## config.mk

```make
export PLATFORM = sky130hd
export DESIGN_NAME = median_of_sample_set
export DESIGN_NICKNAME = d
export VERILOG_FILES = /design/src/rtl/core/msc_pkg.sv /design/src/rtl/core/median_of_sample_set.sv /design/src/rtl/core/msc_cell.sv
export SDC_FILE = /design/constraint.sdc
export NUM_CORES = 2
export LEC_CHECK = 0
export ABC_AREA = 1
export BUFFER_PORTS_ARGS = -buffer_cell sky130_fd_sc_hd__buf_4
export CORE_MARGIN = 2
export CORE_UTILIZATION = 65
export CTS_CLUSTER_DIAMETER = 60
export DETAILED_ROUTE_END_ITERATION = 8
export PLACE_DENSITY = 0.82
export RECOVER_POWER = 100
export SKIP_LAST_GASP = 1
export SYNTH_ARGS = -nofsm -noshare
export SYNTH_HDL_FRONTEND = slang
export SYNTH_SLANG_ARGS = --single-unit
export TNS_END_PERCENT = 5
```

## constraint.sdc

```tcl
create_clock -name i_clk -period 6 [get_ports i_clk]
set_input_delay 0 -clock i_clk [delete_from_list [all_inputs] [get_ports i_clk]]
set_output_delay 0 -clock i_clk [all_outputs]
set_load 0.005 [all_outputs]
```

## src/rtl/core/msc_pkg.sv

```systemverilog
// ----------------------------------------------------------------------------
// Median of sample set package
// Shared widths, default depth and the control word of the sorting cells.
// ----------------------------------------------------------------------------
package msc_pkg;

    localparam int WINDOW_DEPTH = 16;
    localparam int SAMPLE_W     = 32;
    localparam int COUNT_OUT_W  = 5;

    typedef struct packed {
        logic insert;
        logic drain;
    } t_cell_ctl;

endpackage

```

## src/rtl/core/median_of_sample_set.sv

```systemverilog
// A word without last leaves busy low, so start may follow in the next cycle.
// A word with last makes busy high while the sorted cell chain drains toward cell zero, one
// step a cycle, and the median is rounded; the result strobe rises at the edge at which busy
// falls and lasts exactly one cycle.
// Reset is synchronous and active low; it empties the set and clears the strobe.
// ----------------------------------------------------------------------------
// Median of sample set
// Keeps the samples of a set sorted in a chain of cells and gives the median,
// sample count and overflow flag once the last sample of the set has arrived.
// ----------------------------------------------------------------------------
module median_of_sample_set #(
    parameter int WINDOW_DEPTH = msc_pkg::WINDOW_DEPTH
) (
    input  logic                                   i_clk,
    input  logic                                   i_rst_n,
    input  logic                                   start,
    output logic                                   busy,
    input  logic signed [msc_pkg::SAMPLE_W-1:0]    i_sample,
    input  logic                                   i_last,
    output logic                                   o_valid,
    output logic signed [msc_pkg::SAMPLE_W-1:0]    o_median_value,
    output logic        [msc_pkg::COUNT_OUT_W-1:0] o_sample_count,
    output logic                                   o_overflowed
);

    localparam int CW   = $clog2(WINDOW_DEPTH + 1);
    localparam int IDX1 = (WINDOW_DEPTH > 1) ? 1 : 0;

    typedef enum logic [1:0] {
        ST_IDLE,
        ST_SHIFT,
        ST_ROUND
    } t_state;

    t_state                              r_state;
    logic [CW-1:0]                       r_count;
    logic [CW-1:0]                       r_shift;
    logic                                r_drop;
    logic signed [msc_pkg::SAMPLE_W:0]   r_sum;

    logic signed [msc_pkg::SAMPLE_W-1:0] w_val [WINDOW_DEPTH];
    logic                                w_le  [WINDOW_DEPTH];
    logic [WINDOW_DEPTH-1:0]             w_valid;
    msc_pkg::t_cell_ctl                  w_ctl;
    logic                                w_accept;
    logic                                w_room;
    logic [CW-1:0]                       w_kept;
    logic signed [msc_pkg::SAMPLE_W-1:0] w_lo_val;
    logic signed [msc_pkg::SAMPLE_W-1:0] w_hi_val;
    logic signed [msc_pkg::SAMPLE_W:0]   w_sum_adj;

    assign busy       = (r_state != ST_IDLE);
    assign w_accept   = start && !busy;
    assign w_room     = (r_count < CW'(WINDOW_DEPTH));
    assign w_kept     = w_room ? (r_count + CW'(1)) : r_count;
    assign w_ctl.insert = w_accept && w_room;
    assign w_ctl.drain  = (r_state == ST_SHIFT) && (r_shift != '0);

    assign w_lo_val  = w_val[0];
    assign w_hi_val  = r_count[0] ? w_val[0] : w_val[IDX1];
    assign w_sum_adj = r_sum + (msc_pkg::SAMPLE_W + 1)'(r_sum[msc_pkg::SAMPLE_W]);

    genvar g;
    generate
        for (g = 0; g < WINDOW_DEPTH; g++) begin : g_cell
            assign w_valid[g] = (r_count > CW'(g));
            msc_cell u_cell (
                .i_clk      (i_clk),
                .i_ctl      (w_ctl),
                .i_valid    (w_valid[g]),
                .i_sample   (i_sample),
                .i_left_le  ((g == 0) ? 1'b1 : w_le[(g == 0) ? 0 : g - 1]),
                .i_left_val (w_val[(g == 0) ? 0 : g - 1]),
                .i_right_val(w_val[(g == WINDOW_DEPTH - 1) ? g : g + 1]),
                .o_le       (w_le[g]),
                .o_val      (w_val[g])
            );
        end
    endgenerate

    always_ff @(posedge i_clk) begin
        if (!i_rst_n) begin
            r_state <= ST_IDLE;
            r_count <= '0;
            r_shift <= '0;
            r_drop  <= 1'b0;
            o_valid <= 1'b0;
        end else begin
            o_valid <= 1'b0;
            case (r_state)
                ST_IDLE: begin
                    if (w_accept) begin
                        r_count <= w_kept;
                        if (!w_room) begin
                            r_drop <= 1'b1;
                        end
                        if (i_last) begin
                            r_shift <= (w_kept - CW'(1)) >> 1;
                            r_state <= ST_SHIFT;
                        end
                    end
                end
                ST_SHIFT: begin
                    if (r_shift == '0) begin
                        r_sum   <= {w_lo_val[msc_pkg::SAMPLE_W-1], w_lo_val}
                                 + {w_hi_val[msc_pkg::SAMPLE_W-1], w_hi_val};
                        r_state <= ST_ROUND;
                    end else begin
                        r_shift <= r_shift - CW'(1);
                    end
                end
                ST_ROUND: begin
                    o_valid        <= 1'b1;
                    o_median_value <= w_sum_adj[msc_pkg::SAMPLE_W:1];
                    o_sample_count <= msc_pkg::COUNT_OUT_W'(r_count);
                    o_overflowed   <= r_drop;
                    r_count        <= '0;
                    r_drop         <= 1'b0;
                    r_state        <= ST_IDLE;
                end
                default: begin
                    r_state <= ST_IDLE;
                end
            endcase
        end
    end

    a_strobe_idle: assert property (@(posedge i_clk) disable iff (!i_rst_n)
        o_valid |-> !busy)
        else $error("Result strobe while the block is busy.");

    a_count_range: assert property (@(posedge i_clk) disable iff (!i_rst_n)
        r_count <= CW'(WINDOW_DEPTH))
        else $error("Fill count beyond the chain depth.");

    a_plain_word: assert property (@(posedge i_clk) disable iff (!i_rst_n)
        (start && !busy && !i_last) |=> !busy && !o_valid)
        else $error("A word without last did not complete in one cycle.");

    generate
        for (g = 0; g + 1 < WINDOW_DEPTH; g++) begin : g_order
            a_sorted: assert property (@(posedge i_clk) disable iff (!i_rst_n)
                (r_state == ST_IDLE && w_valid[g + 1]) |-> (w_val[g] <= w_val[g + 1]))
                else $error("Cell chain is out of ascending order.");
        end
    endgenerate

endmodule

```

## src/rtl/core/msc_cell.sv

```systemverilog
// ----------------------------------------------------------------------------
// Sorting cell
// Holds one sample of the ascending chain. On insert it keeps its word, takes
// the new word or takes its left neighbor's word; on drain it takes the right
// neighbor's word so that the chain moves toward cell zero.
// ----------------------------------------------------------------------------
module msc_cell (
    input  logic                                i_clk,
    input  msc_pkg::t_cell_ctl                  i_ctl,
    input  logic                                i_valid,
    input  logic signed [msc_pkg::SAMPLE_W-1:0] i_sample,
    input  logic                                i_left_le,
    input  logic signed [msc_pkg::SAMPLE_W-1:0] i_left_val,
    input  logic signed [msc_pkg::SAMPLE_W-1:0] i_right_val,
    output logic                                o_le,
    output logic signed [msc_pkg::SAMPLE_W-1:0] o_val
);

    logic signed [msc_pkg::SAMPLE_W-1:0] r_val;
    logic signed [msc_pkg::SAMPLE_W-1:0] n_val;

    assign o_le  = i_valid && !(r_val > i_sample);
    assign o_val = r_val;

    always_comb begin
        n_val = r_val;
        if (i_ctl.insert) begin
            if (o_le) begin
                n_val = r_val;
            end else if (i_left_le) begin
                n_val = i_sample;
            end else begin
                n_val = i_left_val;
            end
        end else if (i_ctl.drain) begin
            n_val = i_right_val;
        end
    end

    always_ff @(posedge i_clk) begin
        r_val <= n_val;
    end

endmodule

```

==> impl_metrics.yaml <==
status:
  status: "complete, but fails checks"
  violations: "capacitance limit, slew limit"
clocking:
  cts_tree: "built"
  cts.sinks: 597
  path_clk_slew_ns: 0.06
  cts_buffers: 73
  htreeDepth: 3
  clock_latency_ns: 0.64
  cts_buffer_depth: 3
  cts-root-buf: "clkbuf_16"
logic_synthesis:
  synth-edff-count: 583
  yosysUniqueCellTypes: 43
  syn_inst: 6066
  synthFlopType: "edfxtp_1"
  synth_top_area_cell: "edfxtp_1"
  avgSynthCellArea_um2: 7.46
  synth_warnings: 0
  syn_area_mm2: 0.0452
  synth_area_leaders: "edfxtp_1, nand2_1, ha_1"
  synth_top_area_share: 0.387
  synthArstFlopShare: 0
  ys_ff_latch: 597
  ys_seq_area_frac: 0.393
  syn-num-nets: 6655
worst_setup_path:
  r2r_slack_ns: 1.06
  reg2reg_depth: 12
  cp-start-kind: "primary input"
  arrival_ns: 5.28
  cpPeakStageDelay_ns: 0.87
  critPathKind: "in -> reg"
  path_max_fanout: 33
  timing.rr.start: "g_cell[14].u_cell.o_val[29]"
  path_cells: "dlygate4sd3_1, buf_4, inv_1, ha_1, nand2_1, inv_1, nand4_1, nor4_1, nand4_1, nand3_1, nand2_1, clkbuf_2, nand2_1, nand2_1, clkbuf_2"
  cp_data_required_time_ns: 6.13
  critPathSlowestCell: "nor4_1"
  setup.worst_path.end_class: "flop"
  reg2reg_to: "g_cell[14].u_cell.o_val[8]"
  critical-path-top-delay-family: "buffers and inverters"
  worst-path-buf-inv: 6
  timing.critical_path.mode_cell: "nand2_1"
sta:
  worst_slack_ns: 0.850
  rsz0062_at_grt: "no"
  slew_viol_final: 168
  fin_crit_sh: 0.858
  worst_pin_slew_ns: 2.68
  setup_viol: 0
  tns_ns: 0
  hold_viol: 0
  max_freq_mhz: 194
  skew_ns: 0.0251
  timing.slew.headroom: -0.794
  fin_crit_ns: 5.15
finish:
  drive_above_1_share: 0.0357
  design_area_mm2: 0.0487
  antennaDiodeCount: 0
  nFillCells: 5535
  regArea_mm2: 0.0178
  nNetsFinal: 6690
  postLayoutCoreUtil: 0.708
  final_cell_mix: "nand2_1, inv_1, edfxtp_1, ha_1, a21oi_1"
  synthToLayoutAreaGrowth_pct: 7.57
  mostFrequentLayoutCell: "nand2_1"
  multiInputGateArea_mm2: 0.0236
grt:
  grt_overflow: 0
  grt_max_degree: 224
  grt_pass1_vias: 39100
  grt_pass1_wl_um: 203000
  antenna_found_initial: 1
  track_usage: 0.358
routing:
  wl_um: 129000
  vias: 40300
  dr.pass1.iters: 7
  route.detailed.drc: 0
  antenna_left: 0
  viasPerCell: 5.68
  drt_iter0_drc: 4414
  avgRoutedWirePerCell_um: 18.2
floorplan:
  rows: 96
  dieArea_mm2: 0.0717
  start_util: 0.658
  die_w_um: 268
  ios: 76
  die-height_um: 268
  core_area_mm2: 0.0687
placement:
  dpl_cell_area_mm2: 0.0462
  gp_congestion: 0.950
  dp_slack_ns: 1.73
  dp_hpwl_um: 93500
  portBuffers: 75
pwr:
  ir_worst_vdd_mv: 0.197
  clkPwrFrac: 0.273
  p_seq_frac: 0.394
  combPwrFrac: 0.333
  p_leak_uw: 0.0266
  p_sw_frac: 0.371
  power-per-cell-area_mw_per_mm2: 332
  power.internal_uw: 10100
  switchingPower_uw: 5990
job:
  max_cap_viol_count: 5
min_path:
  hold_class: "in -> reg"
  min-delay-start: "i_last"
  min_path_cells: 5
  hold_path_end: "r_shift[4]"
[cells in the mapped netlist, types with 5 or more instances]
cell type,n
a21o_1,15
nand3_1,103
nand3_2,5
a31oi_1,9
nand2_2,25
a21oi_1,292
xnor2_1,20
clkbuf_1,97
nor4_2,8
nor3_1,30
o21ai_0,151
nand2_1,3032
nand4_1,46
edfxtp_1,583
nor2_2,5
ha_1,552
xor2_1,42
buf_6,39
nor2_1,176
nor3b_2,5
buf_2,57
dfxtp_1,14
o21a_1,25
nor4_1,6
nand2_4,5
inv_1,686
o211ai_1,5
[logic make-up (layout without fill, tap and decap cells)]
| kind of cell | count (synthesis) | in the layout | share of synthesized area |
|---|---|---|---|
| buffers and inverters | 886 | 978 | 0.0816 |
| AND/OR/NAND/NOR | 3459 | 3459 | 0.301 |
| XOR/XNOR | 62 | 62 | 0.0120 |
| adder cells (fa/ha/maj) | 553 | 553 | 0.153 |
| flip-flops | 597 | 597 | 0.393 |
| AO/OA/AOI/OAI | 509 | 509 | 0.0596 |
[what timing repair did]
item                      in CTS  in global routing
hold endpoints to repair      46                  0
hold buffers                  36                  0
setup buffers                  0                  0
gates resized for setup        0                  0
[registers in the layout, summed over array words and instances (netlist names), 2 cells and up]
register	cells
o_sample_count	5
g_cell.u_cell.o_val	512
r_count	5
r_sum	33
o_median_value	32
r_shift	5
r_state	2
[through the flow]
step	hold slack, ns	std cells	total power (uW)
after floorplan	0.125	6066	10100
after global placement	0.286	6921	11400
after detailed placement	0.285	6921	11600
after CTS	0.192	7089	16000
after global routing	0.231	7089	17100
final	0.206	7089	16100
[metal layers]
metal  wire, um  track usage  up-vias
met4       7550        0.202        2
li1           -            -    19500
met2      59400        0.601     1982
met3      11600       0.0554      415
met5         13            0        -
met1      50100        0.443    18400
[worst min-delay path, stage by stage]
cell and delay [ns]:
dlygate4sd3_1 0.52, buf_4 0.10, nand2_1 0.06, nand2_1 0.06, nor3_1 0.04
[layout make-up]
type | count | area share
Multi-Input combinational cell | 4583 | 0.486
Sequential cell | 597 | 0.365
Inverter | 692 | 0.0535
Clock buffer | 97 | 0.0424
Tap cell | 931 | 0.0239
Timing Repair Buffer | 154 | 0.0237
Clock inverter | 35 | 0.00527
[power by group through the flow]
stage	logic, uW	registers [uW]	clock network [uW]
finish	5370	6350	4410
global placement	5030	6390	0
CTS	5290	6330	4410
global route	6100	6430	4560
floorplan	3940	6200	0
detailed placement	5210	6400	0
[worst max path at each step]
| stage | slack [ns] | cells after the start | startpoint | end |
|---|---|---|---|---|
| after floorplan | 2.57 | 11 | g_cell[15].u_cell.o_val[31] | g_cell[15].u_cell.o_val[0] |
| after global placement | 1.74 | 15 | i_sample[30] | g_cell[14].u_cell.o_val[7] |
| after detailed placement | 1.73 | 15 | i_sample[30] | g_cell[14].u_cell.o_val[7] |
| after CTS | 1.77 | 16 | i_sample[30] | g_cell[14].u_cell.o_val[8] |
| after global routing | 0.85 | 20 | i_sample[1] | g_cell[5].u_cell.o_val[0] |
| final | 0.85 | 15 | i_sample[27] | g_cell[14].u_cell.o_val[8] |
Power figures use the tool's default switching activity.
